===== src/sv/qbs_pkg.sv =====
// ----------------------------------------------------------------------------
// qbs_pkg
// Shared constants and types for the queue of bounded stacks unit.
// ----------------------------------------------------------------------------
`timescale 1ns / 1ps
`default_nettype none

package qbs_pkg;

    // sizing of the stack ring and of the item store
    localparam int MAX_STACKS = 16;
    localparam int MAX_HEIGHT = 16;
    localparam int SLOT_W     = $clog2(MAX_STACKS);
    localparam int FILL_W     = $clog2(MAX_HEIGHT + 1);
    localparam int CNT_W      = $clog2(MAX_STACKS + 1);
    localparam int ROW_W      = $clog2(MAX_HEIGHT);
    localparam int ADDR_W     = SLOT_W + ROW_W;
    localparam int DEPTH      = MAX_STACKS * MAX_HEIGHT;

    // field widths
    localparam int LIM_W  = 5;
    localparam int DEST_W = 16;
    localparam int VAL_W  = 32;
    localparam int ITEM_W = DEST_W + VAL_W;

    // configuration port
    localparam int PADDR_W = 3;
    localparam int PDATA_W = 32;

    // register indexes
    localparam logic REG_STACK_LIMIT  = 1'b0;
    localparam logic REG_HEIGHT_LIMIT = 1'b1;

    // operation codes
    localparam logic OP_STORE = 1'b0;
    localparam logic OP_SHIP  = 1'b1;

    // clamped limits from the register block
    typedef struct packed {
        logic [LIM_W-1:0] stack_lim;
        logic [LIM_W-1:0] height_lim;
    } qbs_lim_t;

    // one access to the item store
    typedef struct packed {
        logic              wr_en;
        logic              rd_en;
        logic [ADDR_W-1:0] addr;
        logic [ITEM_W-1:0] wdata;
    } qbs_mem_req_t;

    // status of one step
    typedef struct packed {
        logic done;
        logic ship_ok;
        logic is_empty;
        logic is_full;
    } qbs_flags_t;

endpackage

`default_nettype wire


===== src/sv/qbs_cfg.sv =====
// ----------------------------------------------------------------------------
// qbs_cfg
// Limit registers behind the APB-style port, with clamping of the limits.
// ----------------------------------------------------------------------------
`timescale 1ns / 1ps
`default_nettype none

module qbs_cfg (
    input  wire logic                         clk,
    input  wire logic                         rst_n,
    input  wire logic                         psel,
    input  wire logic                         penable,
    input  wire logic                         pwrite,
    input  wire logic [qbs_pkg::PADDR_W-1:0]  paddr,
    input  wire logic [qbs_pkg::PDATA_W-1:0]  pwdata,
    output logic      [qbs_pkg::PDATA_W-1:0]  prdata,
    output logic                              pready,
    output qbs_pkg::qbs_lim_t                 lim
);
    import qbs_pkg::*;

    logic [LIM_W-1:0] stack_limit_reg;
    logic [LIM_W-1:0] height_limit_reg;
    logic             wr_fire;
    logic             reg_sel;

    assign pready  = 1'b1;
    assign wr_fire = psel && penable && pwrite;
    assign reg_sel = paddr[2];

    // register writes
    always_ff @(posedge clk or negedge rst_n)
    begin
        if (!rst_n)
        begin
            stack_limit_reg  <= LIM_W'(MAX_STACKS);
            height_limit_reg <= LIM_W'(MAX_HEIGHT);
        end
        else if (wr_fire)
        begin
            case (reg_sel)
                REG_STACK_LIMIT:  stack_limit_reg  <= pwdata[LIM_W-1:0];
                REG_HEIGHT_LIMIT: height_limit_reg <= pwdata[LIM_W-1:0];
                default:          ;
            endcase
        end
    end

    // read back
    always_comb
    begin
        case (reg_sel)
            REG_STACK_LIMIT:  prdata = {{(PDATA_W-LIM_W){1'b0}}, stack_limit_reg};
            REG_HEIGHT_LIMIT: prdata = {{(PDATA_W-LIM_W){1'b0}}, height_limit_reg};
            default:          prdata = '0;
        endcase
    end

    // clamp to 1..max, zero acts as one
    always_comb
    begin
        if (stack_limit_reg == '0)
            lim.stack_lim = LIM_W'(1);
        else if (stack_limit_reg > LIM_W'(MAX_STACKS))
            lim.stack_lim = LIM_W'(MAX_STACKS);
        else
            lim.stack_lim = stack_limit_reg;

        if (height_limit_reg == '0)
            lim.height_lim = LIM_W'(1);
        else if (height_limit_reg > LIM_W'(MAX_HEIGHT))
            lim.height_lim = LIM_W'(MAX_HEIGHT);
        else
            lim.height_lim = height_limit_reg;
    end

endmodule

`default_nettype wire


===== config.mk =====
export PLATFORM = sky130hd
export DESIGN_NAME = qbs_cfg
export DESIGN_NICKNAME = d
export VERILOG_FILES = /design/src/sv/qbs_pkg.sv /design/src/sv/qbs_cfg.sv
export SDC_FILE = /design/constraint.sdc
export NUM_CORES = 1
export LEC_CHECK = 0
export BUFFER_PORTS_ARGS = -buffer_cell sky130_fd_sc_hd__buf_4
export CAP_MARGIN = 15
export CORE_ASPECT_RATIO = 0.75
export CORE_MARGIN = 10
export CORE_UTILIZATION = 38
export CTS_BUF_LIST = sky130_fd_sc_hd__clkbuf_2 sky130_fd_sc_hd__clkbuf_4 sky130_fd_sc_hd__clkbuf_8
export CTS_CLUSTER_SIZE = 30
export DETAILED_ROUTE_END_ITERATION = 10
export HOLD_SLACK_MARGIN = 0.03
export PLACE_DENSITY = 0.88
export SLEW_MARGIN = 20
export SYNTH_ARGS = -nofsm -noshare
export SYNTH_HDL_FRONTEND = slang
export SYNTH_SLANG_ARGS = --single-unit

===== constraint.sdc =====
create_clock -name clk -period 2.6 [get_ports clk]
set_input_delay 0.13 -clock clk [delete_from_list [all_inputs] [get_ports clk]]
set_output_delay 0.13 -clock clk [all_outputs]
set_load 0.05 [all_outputs]

==> reports/summary.md <==
The number of top-level design ports is 83. The flow ran to the end, and the final reports show no timing, DRC or antenna violations. Global route total overflow: 0. The highest clock rate came out at 634 MHz. For this run, the register share of the synthesized area comes to 33.3%. Routability-driven placement finished with a final weighted congestion of 0.807.

At the end of the flow, the number of nets in the layout was 139. Number of port buffers: 25. The tool flagged a number of max-cap violations equal to 0. The post-route cell area came out at 876 um^2. The critical path is of the flop to output pin type. Setup repair after global routing left no endpoint under its margin. The total via count in the routed design was 495; the width of the die was 71.6 um. The total half-perimeter wirelength after legalization and detailed placement was 1570 um; the total wire length was 1800 um. The most common cell in the synthesized netlist is buf_4. The post-detailed-placement cell area came out at 843 um^2.

The run gives 0 as the remaining antenna violation count. 0 antenna diodes ended up in the layout. Sorting the synthesized cells by area gives the leading types as buf_4, dfrtp_1, mux2_2. Via count of the first global-routing pass: 585. The share of Yosys cell area claimed by the top area cell type works out to 27.7%. The arrival time at the worst endpoint came out at 1.45 ns.

Of the available clock period, the critical path in the final layout requires 60.7%. In the final routed layout, each cell accounts on average for 15.2 um. Counting instances in the post-synthesis netlist gives the leading cell types as buf_4, mux2_2, dfrtp_1.

Clock tree synthesis selected as its root buffer the cell clkbuf_4. Clock tree synthesis found a total of 10 sinks. For the worst path required time, the log shows 2.47 ns. Summed over all instances, the cell type with the most area after synthesis is buf_4.

The total power density per cell area was 942 nW/um^2; the post-synthesis cell type count was 15. The post-placement setup slack was 1.31 ns; the layout overhead on the synthesized area was 15.3%. The post-route setup TNS was 0 ns.

TritonCTS built the clock tree. The run gives 0 as the count of endpoints failing hold in the final timing report. The count of state elements after synthesis is 10.

The startpoint kind of the worst setup timing path is a flop. In the routed design, unresolved DRC markers number 0. The tools report the yosys synthesis warning count as 0.

The synthesized design contains 0 enable-type register cells. The core occupancy in the finished layout was 48.5%. Clock tree synthesis inserted a total of 3 buffers. In this run, the number of DRC markers left after iteration 0 of detailed routing was 11.

The floorplan has 13 rows. The finished layout holds 119 standard cells, fillers aside. The synthesized area per cell was 10.4 um^2. The worst setup path is captured at an output pin. The average via count per standard cell was 4.16. In the synthesized netlist, the number of instances is 73.

The clock transition at the register clock pins on the worst setup and hold paths after CTS is 0.07 ns. The number of setup buffers added after CTS is 0. The analysis attributes to cell leakage a power of 0.464 nW.

The worst-case IR drop observed on VDD is 441 uV. For this run, the detailed router's first-pass iteration total came to 4. The worst path needs 1.58 ns of the cycle, external delays included. The core region is 1810 um^2.

The initial utilization of the core area, before any placement, comes to 42.1%. Global routing used 8.28% of the available tracks across all layers. The run gives 0 as the initial antenna violation count. Counting flops with an async set or reset pin after synthesis yields a share of 100%.

For the max-slew violation count, the log shows 0. Number of cells after detailed placement: 115. In this run the worst path has a maximum fanout of 4. Once routing completed, OpenROAD measured the worst setup slack at 1.02 ns. For the wire length of the first global-routing pass, the log shows 2770 um. Summing every instance area after synthesis gives 759 um^2.

For the maximum level of the CTS H-tree, the log shows 1. For this run, the leading register cell type out of synthesis is dfrtp_1. In this run the worst hold path is classified as input pin to flop. The floorplan step defined a die boundary enclosing 4210 um^2. Clock latency on the worst-skew pair, taken at its later pin, is 0.26 ns. The pin count of the biggest net entering global routing came out at 11. Cells with a size suffix above 1 make up 47.4% of the layout. The final worst clock skew is 0 ns, and the y dimension of the die is 58.7 um. The longest clock path from root to sink contains 2 buffers.

Setup violations remaining at the end of the flow were counted as 0.
-- worst max-delay path, cell delays in order, from the launching register on --
cell and delay [ns]:
dfrtp_1 0.40, or3_1 0.37, a21oi_1 0.18, buf_4 0.23
-- worst paths after layout --
kind,from,end,slack [ns],cells past startpoint
min in group asynchronous,rst_n,stack_limit_reg[0]$_DFFE_PN0P_,0.23,2
max reg2reg,stack_limit_reg[4]$_DFFE_PN1P_,stack_limit_reg[4]$_DFFE_PN1P_,1.78,1
max in group asynchronous,rst_n,height_limit_reg[4]$_DFFE_PN1P_,2.15,2
min,pwdata[0],stack_limit_reg[0]$_DFFE_PN0P_,0.10,2
min reg2reg,stack_limit_reg[0]$_DFFE_PN0P_,stack_limit_reg[0]$_DFFE_PN0P_,0.51,1
max,height_limit_reg[3]$_DFFE_PN0P_,lim[0],1.02,3
-- logic make-up (layout without fill, tap and decap cells) --
kind of cell | count (synthesis) | after routing | synth area share, %
DFF | 10 | 10 | 33.3
AOI/OAI and AO/OA | 3 | 3 | 1.98
muxes | 14 | 14 | 20.8
buffers and inverters | 33 | 31 | 31.1
other | 2 | 28 | 0.989
and+or+nand+nor | 11 | 11 | 11.9
-- cell type report --
| cell class | instances | area (um^2) |
|---|---|---|
| Clock buffer | 3 | 22.5 |
| Fill cell | 178 | 930 |
| Inverter | 2 | 7.51 |
| Multi-Input combinational cell | 56 | 368 |
| Sequential cell | 10 | 253 |
| Tap cell | 22 | 27.5 |
| Timing Repair Buffer | 26 | 198 |
-- layer usage --
layer | up-vias | routed length (um) | GRT usage [%]
li1 | 228 | - | -
met1 | 222 | 618 | 8.18
met2 | 41 | 796 | 12.3
met3 | 4 | 373 | 6.70
met4 | 0 | 14 | 4.13
met5 | - | 0 | 0
-- repair_timing --
| item | CTS | global route |
|---|---|---|
| hold endpoints to repair | 10 | 0 |
| hold buffers | 1 | 0 |
| resized for setup | 0 | 0 |
-- layout by cell type (no fill, tap or decap) --
master,Yosys,routed
o21ai_0,1,1
dfrtp_1,8,8
buf_4,28,25
a21oi_1,2,2
or3_1,2,2
dfstp_2,2,2
nor2b_1,6,6
nand4b_4,1,1
inv_1,2,2
nand4_2,1,1
nand2_1,1,1
dlygate4sd3_1,0,1
clkbuf_4,0,3
mux2_2,14,14
conb_1,2,28
-- through the flow --
stage | hold slack [ns] | total power, mW
3_5_place_dp | -0.0317 | 0.726
5_1_grt | 0.104 | 0.870
3_3_place_gp | -0.0394 | 0.719
6_report | 0.103 | 0.825
4_1_cts | 0.0998 | 0.834
2_1_floorplan | -0.166 | 0.631
-- report_power, final --
group | internal (mW) | leakage, nW | total (mW) | switching, mW
Sequential | 0.196 | 0.117 | 0.231 | 0.0356
Clock | 0.0534 | 0.0138 | 0.105 | 0.0518
Combinational | 0.137 | 0.333 | 0.489 | 0.352
Total | 0.386 | 0.464 | 0.825 | 0.439
(Power assumes the default switching activity.)
