<file path="config.mk">
export PLATFORM = sky130hd
export DESIGN_NAME = qbs_ctrl
export DESIGN_NICKNAME = d
export VERILOG_FILES = /design/src/sv/qbs_pkg.sv /design/src/sv/qbs_ctrl.sv
export SDC_FILE = /design/constraint.sdc
export NUM_CORES = 1
export LEC_CHECK = 0
export BUFFER_PORTS_ARGS = -buffer_cell sky130_fd_sc_hd__buf_2
export CORE_AREA = 2 2 131 133
export CTS_CLUSTER_DIAMETER = 40
export DETAILED_ROUTE_END_ITERATION = 8
export DIE_AREA = 0 0 133 135
export GPL_ROUTABILITY_DRIVEN = 0
export HOLD_SLACK_MARGIN = 0.05
export PLACE_DENSITY = 0.71
export SLEW_MARGIN = 20
export SYNTH_ARGS = -nofsm -noshare
export SYNTH_HDL_FRONTEND = slang
export SYNTH_SLANG_ARGS = --single-unit
</file>
<file path="constraint.sdc">
create_clock -name clk -period 21 [get_ports clk]
set_clock_uncertainty 0.05 [all_clocks]
set_input_delay 4.2 -clock clk [delete_from_list [all_inputs] [get_ports clk]]
set_output_delay 4.2 -clock clk [all_outputs]
set_load 0.03 [all_outputs]
</file>
<file path="src/sv/qbs_pkg.sv">
// ----------------------------------------------------------------------------
// qbs_pkg
// Shared constants and types for the queue of bounded stacks unit.
// ----------------------------------------------------------------------------
`timescale 1ns / 1ps
`default_nettype none

package qbs_pkg;

    // sizing of the stack ring and of the item store
    localparam int MAX_STACKS = 16;
    localparam int MAX_HEIGHT = 16;
    localparam int SLOT_W     = $clog2(MAX_STACKS);
    localparam int FILL_W     = $clog2(MAX_HEIGHT + 1);
    localparam int CNT_W      = $clog2(MAX_STACKS + 1);
    localparam int ROW_W      = $clog2(MAX_HEIGHT);
    localparam int ADDR_W     = SLOT_W + ROW_W;
    localparam int DEPTH      = MAX_STACKS * MAX_HEIGHT;

    // field widths
    localparam int LIM_W  = 5;
    localparam int DEST_W = 16;
    localparam int VAL_W  = 32;
    localparam int ITEM_W = DEST_W + VAL_W;

    // configuration port
    localparam int PADDR_W = 3;
    localparam int PDATA_W = 32;

    // register indexes
    localparam logic REG_STACK_LIMIT  = 1'b0;
    localparam logic REG_HEIGHT_LIMIT = 1'b1;

    // operation codes
    localparam logic OP_STORE = 1'b0;
    localparam logic OP_SHIP  = 1'b1;

    // clamped limits from the register block
    typedef struct packed {
        logic [LIM_W-1:0] stack_lim;
        logic [LIM_W-1:0] height_lim;
    } qbs_lim_t;

    // one access to the item store
    typedef struct packed {
        logic              wr_en;
        logic              rd_en;
        logic [ADDR_W-1:0] addr;
        logic [ITEM_W-1:0] wdata;
    } qbs_mem_req_t;

    // status of one step
    typedef struct packed {
        logic done;
        logic ship_ok;
        logic is_empty;
        logic is_full;
    } qbs_flags_t;

endpackage

`default_nettype wire

</file>
<file path="src/sv/qbs_ctrl.sv">
// ----------------------------------------------------------------------------
// qbs_ctrl
// Stack ring pointers and per-stack fill counts, one step per accepted item.
// ----------------------------------------------------------------------------
`timescale 1ns / 1ps
`default_nettype none

module qbs_ctrl (
    input  wire logic                        clk,
    input  wire logic                        rst_n,
    input  wire logic                        accept,
    input  wire logic                        op,
    input  wire logic [qbs_pkg::ITEM_W-1:0]  item,
    input  wire qbs_pkg::qbs_lim_t           lim,
    output qbs_pkg::qbs_mem_req_t            req,
    output qbs_pkg::qbs_flags_t              flags
);
    import qbs_pkg::*;

    // fill counts held in queue order: entry 0 is the front stack
    logic [FILL_W-1:0] fill_reg   [MAX_STACKS];
    logic [FILL_W-1:0] fill_next  [MAX_STACKS];
    logic [SLOT_W-1:0] front_reg;
    logic [SLOT_W-1:0] front_next;
    logic [CNT_W-1:0]  count_reg;
    logic [CNT_W-1:0]  count_next;

    logic [SLOT_W-1:0] back_pos;
    logic [FILL_W-1:0] back_fill;
    logic              back_full;
    logic              open_new;
    logic [SLOT_W-1:0] push_pos;
    logic [FILL_W-1:0] push_fill;
    logic [FILL_W-1:0] front_fill;
    logic [SLOT_W-1:0] back_pos_next;

    assign back_pos  = count_reg[SLOT_W-1:0] - SLOT_W'(1);
    assign back_fill = fill_reg[back_pos];

    // state registers
    always_ff @(posedge clk or negedge rst_n)
    begin
        if (!rst_n)
        begin
            for (int i = 0; i < MAX_STACKS; i++)
                fill_reg[i] <= '0;
            front_reg <= '0;
            count_reg <= '0;
        end
        else
        begin
            for (int i = 0; i < MAX_STACKS; i++)
                fill_reg[i] <= fill_next[i];
            front_reg <= front_next;
            count_reg <= count_next;
        end
    end

    // step logic
    always_comb
    begin
        for (int i = 0; i < MAX_STACKS; i++)
            fill_next[i] = fill_reg[i];
        front_next    = front_reg;
        count_next    = count_reg;
        req.wr_en     = 1'b0;
        req.rd_en     = 1'b0;
        req.addr      = '0;
        req.wdata     = item;
        flags.done    = 1'b0;
        flags.ship_ok = 1'b0;
        back_full     = (count_reg != '0) && (back_fill >= lim.height_lim);
        open_new      = (count_reg == '0) ||
                        (back_full && (count_reg < CNT_W'(lim.stack_lim)));
        push_pos      = back_pos;
        push_fill     = back_fill;
        front_fill    = fill_reg[0];

        if (accept)
        begin
            case (op)
                OP_STORE:
                begin
                    // open a fresh back stack where allowed
                    if (open_new)
                    begin
                        push_pos   = count_reg[SLOT_W-1:0];
                        push_fill  = '0;
                        count_next = count_reg + CNT_W'(1);
                    end
                    if (push_fill < lim.height_lim)
                    begin
                        req.wr_en           = 1'b1;
                        req.addr            = {front_reg + push_pos, push_fill[ROW_W-1:0]};
                        fill_next[push_pos] = push_fill + FILL_W'(1);
                        flags.done          = 1'b1;
                    end
                end
                OP_SHIP:
                begin
                    if (count_reg != '0)
                    begin
                        // pop the top of the front stack
                        if (fill_reg[0] != '0)
                        begin
                            front_fill    = fill_reg[0] - FILL_W'(1);
                            req.rd_en     = 1'b1;
                            req.addr      = {front_reg, front_fill[ROW_W-1:0]};
                            flags.done    = 1'b1;
                            flags.ship_ok = 1'b1;
                            fill_next[0]  = front_fill;
                        end
                        // drop an emptied front stack
                        if (front_fill == '0)
                        begin
                            front_next = front_reg + SLOT_W'(1);
                            count_next = count_reg - CNT_W'(1);
                            for (int i = 0; i < MAX_STACKS - 1; i++)
                                fill_next[i] = fill_reg[i+1];
                            fill_next[MAX_STACKS-1] = '0;
                        end
                    end
                end
                default: ;
            endcase
        end

        // flags after the step
        back_pos_next  = count_next[SLOT_W-1:0] - SLOT_W'(1);
        flags.is_empty = (count_next == '0);
        flags.is_full  = (count_next != '0) &&
                         (count_next >= CNT_W'(lim.stack_lim)) &&
                         (fill_next[back_pos_next] >= lim.height_lim);
    end

    // every open stack holds at least one item, so the front is never empty
    a_front_not_empty: assert property (@(posedge clk) disable iff (!rst_n)
        (count_reg != '0) |-> (fill_reg[0] != '0))
        else $error("open front stack with no items");

    // a refused ship from an empty queue leaves the ring alone
    a_empty_ship_idle: assert property (@(posedge clk) disable iff (!rst_n)
        (accept && (op == OP_SHIP) && (count_reg == '0))
            |=> ($stable(front_reg) && (count_reg == '0)))
        else $error("ship from empty queue moved the ring");

    // a store never lowers the stack count
    a_store_count: assert property (@(posedge clk) disable iff (!rst_n)
        (accept && (op == OP_STORE)) |=> (count_reg >= $past(count_reg)))
        else $error("store lowered the stack count");

    // a write and a read never share a cycle
    a_one_access: assert property (@(posedge clk) disable iff (!rst_n)
        !(req.wr_en && req.rd_en))
        else $error("item store written and read together");

endmodule

`default_nettype wire

</file>
==> parameters.txt <==
Parameter                              Value

STA
  Max Clk Rate    66.7 MHz
  Min Tclk post-route    15000 ps
  Final count of hold timing violations    0
  Final-report setup violation count    0
  Relative slew slack    21.2%
  Slew at the pin closest to its max-slew limit    1180 ps
  Final worst-path cycle share    71.4%
  Setup TNS    0 ps
  Setup repair after global routing missed its margin    false
  Number of pins with negative max-slew slack in the final report    0

Clock tree
  Number of H-tree levels    3
  Clk Tree Root Cell    sky130_fd_sc_hd__clkbuf_16
  PostCTS Resize Cnt    0
  CTS tree    built
  Clock buffers created by TritonCTS    9
  Post-CTS Hold Buffers    0
  # clock sinks    89
  Post-CTS clock slew at the launch and capture registers of the worst setup and hold paths    70 ps
  Buffer depth of the longest clock path    2
  Number of buffers inserted by post-CTS setup repair    0
  Clock insertion delay at the later pin of the skew report    360 ps

Worst hold path
  Hold Path Origin    front_reg[3]
  Min-delay worst type    register to register
  Hold Path Stages    1
  Worst min-delay path endpoint    front_reg[3]

Finish
  Area growth, synth to finish    2.60%
  Number of flip-flops in the largest register    80
  Ratio of cells with drive above 1 in the final layout    16.0%
  Final Net Count    979
  Count of antenna diodes in the layout    0

Routing
  Antenna-violating nets left    0
  Iter 0 DRT Violations    1326
  Number of optimization iterations in the first detailed-route pass    6
  DRC violation count after routing    0
  Via count    8124
  Wire per inst    26.8 um
  Total routed wirelength    29800 um
  Routed vias/inst    7.33

Synth
  Synth Net Count    1027
  Largest cells by area after synthesis    sky130_fd_sc_hd__dfrtp_1, sky130_fd_sc_hd__mux4_2, sky130_fd_sc_hd__ha_1
  Yosys reg bits    89
  Largest area contributor in the synthesized netlist    sky130_fd_sc_hd__dfrtp_1
  Gate count of the mapped netlist    932
  Cell with the most instances after synthesis    sky130_fd_sc_hd__dfrtp_1
  Fraction of registers with async set or reset after synthesis    100%
  Post-Syn Area    0.00814 mm2
  Portion of the post-synthesis area used by sequential elements    27.4%
  Count of flip-flops with a built-in enable after synthesis    0
  Distinct cells, synth    94
  Synth top cells by count    sky130_fd_sc_hd__dfrtp_1, sky130_fd_sc_hd__nand2_1, sky130_fd_sc_hd__nor2_1
  Prevailing post-synth register cell    sky130_fd_sc_hd__dfrtp_1
  Total of warnings raised by yosys    0
  Mean instance size in the synthesized netlist    8.73 um2
  Synth top area share    27.4%

Floorplanning
  Horizontal die dimension    133 um
  Total core area    0.0164 mm2
  Standard-cell rows    47
  Die area    0.0180 mm2
  IO Pins    124
  Die Ht    135 um
  Starting density of the core    49.6%

Place
  I/O Buffers    27
  Total half-perimeter wirelength after legalization and detailed placement    21200 um

Global routing
  Initial antenna violation count    0
  Number of global-route vias before repair    7636
  Global-route wire length before repair    45500 um
  GR Util All Layers    33.4%
  Largest net degree at the start of global routing    51
  Residual overflow from global routing    0

Worst setup path
  Critical path type    primary input to output pin
  CP endpoint kind    output pin
  Depth of the most critical reg-to-reg path    21
  Worst-path maximum fanout    30
  R2r endpoint    fill_reg[19]
  Kind of start point of the critical path    primary input
  Reg2reg start    count_reg[1]
  Reg-to-reg slack, setup    13610 ps
  Worst Path Arrival    10750 ps
  Data required, critical path    16750 ps

Flow run
  Number of maximum-capacitance constraint violations    0

Outcome
  Result of the run    complete, no violations
==> metrics by stage <==
step                      cell area (um2)  worst slack [ps]  util, %  cells  hold slack (ps)
final                                8350              6000     50.9   1109              447
after global routing                 8350              5800     50.9   1109              461
after CTS                            8340              6200     50.8   1109              447
after detailed placement             8050              6250     49.1   1093              432
after global placement               8050              6340     49.1   1093              430
after floorplan                      8140              7480        -    932              411
==> layout make-up <==
class	instances	area [um2]
clock inverters	5	40.0
clock buffers	11	243
repair buffers	38	220
fillers	1541	8060
well taps	220	275
multi-input cells	690	5130
flip-flops and latches	89	2230
inverters	56	210
==> worst max path at each step <==
stage	cells after the start	end	start	slack (ps)
global route	26	flags[0]	lim[7]	5800
finish	26	flags[0]	lim[2]	6000
floorplan	28	flags[0]	lim[2]	7480
global placement	25	flags[0]	lim[2]	6340
CTS	24	flags[0]	lim[2]	6200
detailed placement	25	flags[0]	lim[2]	6250
==> worst max-delay path, stage by stage <==
cell	delay, ps
sky130_fd_sc_hd__buf_2	90
sky130_fd_sc_hd__inv_1	60
sky130_fd_sc_hd__ha_1	320
sky130_fd_sc_hd__a21o_1	170
sky130_fd_sc_hd__a31oi_1	290
sky130_fd_sc_hd__o21ai_1	230
sky130_fd_sc_hd__nand2_1	610
sky130_fd_sc_hd__a21oi_1	240
sky130_fd_sc_hd__xnor2_2	170
sky130_fd_sc_hd__buf_4	380
sky130_fd_sc_hd__inv_2	380
sky130_fd_sc_hd__ha_1	400
sky130_fd_sc_hd__buf_4	360
sky130_fd_sc_hd__inv_1	280
sky130_fd_sc_hd__a2111oi_0	580
sky130_fd_sc_hd__a21oi_1	120
sky130_fd_sc_hd__a32oi_1	420
sky130_fd_sc_hd__ha_1	320
sky130_fd_sc_hd__nand2b_1	140
sky130_fd_sc_hd__a21oi_1	140
sky130_fd_sc_hd__nor2b_1	60
sky130_fd_sc_hd__o21ai_0	190
sky130_fd_sc_hd__nand2b_1	80
sky130_fd_sc_hd__a21oi_1	180
sky130_fd_sc_hd__nor3_1	70
sky130_fd_sc_hd__buf_2	200
==> cell families (layout without fill, tap and decap cells) <==
group,count (synthesis),after routing,synth area share (%)
mux,40,40,8.49
flops,89,89,27.4
simple gates,288,288,17.4
fa+ha+maj,33,33,5.17
buf+inv,153,110,9.96
xor+xnor,16,16,2.04
compound gates,313,313,29.6
==> metal layers <==
| layer | global-route usage, % | vias to the layer above | routed length [um] |
|---|---|---|---|
| li1 | - | 3381 | - |
| met1 | 45.0 | 3825 | 11500 |
| met2 | 47.9 | 747 | 12100 |
| met3 | 9.35 | 171 | 4150 |
| met4 | 20.0 | 0 | 2000 |
| met5 | 0 | - | 0 |
==> layout by cell type, fill, tap and decap left out, types with 6 or more instances in the layout <==
cell type and instances:
sky130_fd_sc_hd__a2111oi_0 8, sky130_fd_sc_hd__a211oi_1 14, sky130_fd_sc_hd__a21o_1 10, sky130_fd_sc_hd__a21oi_1 49, sky130_fd_sc_hd__a221o_1 10, sky130_fd_sc_hd__a221oi_1 12, sky130_fd_sc_hd__a22o_1 6, sky130_fd_sc_hd__a22oi_1 15
sky130_fd_sc_hd__a31oi_1 7, sky130_fd_sc_hd__a32oi_1 6, sky130_fd_sc_hd__and2_1 12, sky130_fd_sc_hd__and3_1 6, sky130_fd_sc_hd__buf_2 26, sky130_fd_sc_hd__buf_4 12, sky130_fd_sc_hd__clkbuf_16 9, sky130_fd_sc_hd__dfrtp_1 88
sky130_fd_sc_hd__ha_1 32, sky130_fd_sc_hd__inv_1 55, sky130_fd_sc_hd__mux2i_1 15, sky130_fd_sc_hd__mux4_2 23, sky130_fd_sc_hd__nand2_1 84, sky130_fd_sc_hd__nand2b_1 11, sky130_fd_sc_hd__nand3_1 25, sky130_fd_sc_hd__nor2_1 76
sky130_fd_sc_hd__nor2b_1 14, sky130_fd_sc_hd__nor3_1 26, sky130_fd_sc_hd__o21a_1 10, sky130_fd_sc_hd__o21ai_0 40, sky130_fd_sc_hd__o21ai_1 10, sky130_fd_sc_hd__o221a_2 13, sky130_fd_sc_hd__o221ai_1 14, sky130_fd_sc_hd__o22ai_1 12
sky130_fd_sc_hd__o31ai_1 7, sky130_fd_sc_hd__or2_2 6, sky130_fd_sc_hd__xnor2_1 7
Power is left out: the tool's default activity adds up to more than one toggle a clock period on the data nets, which glitch-free logic cannot reach.
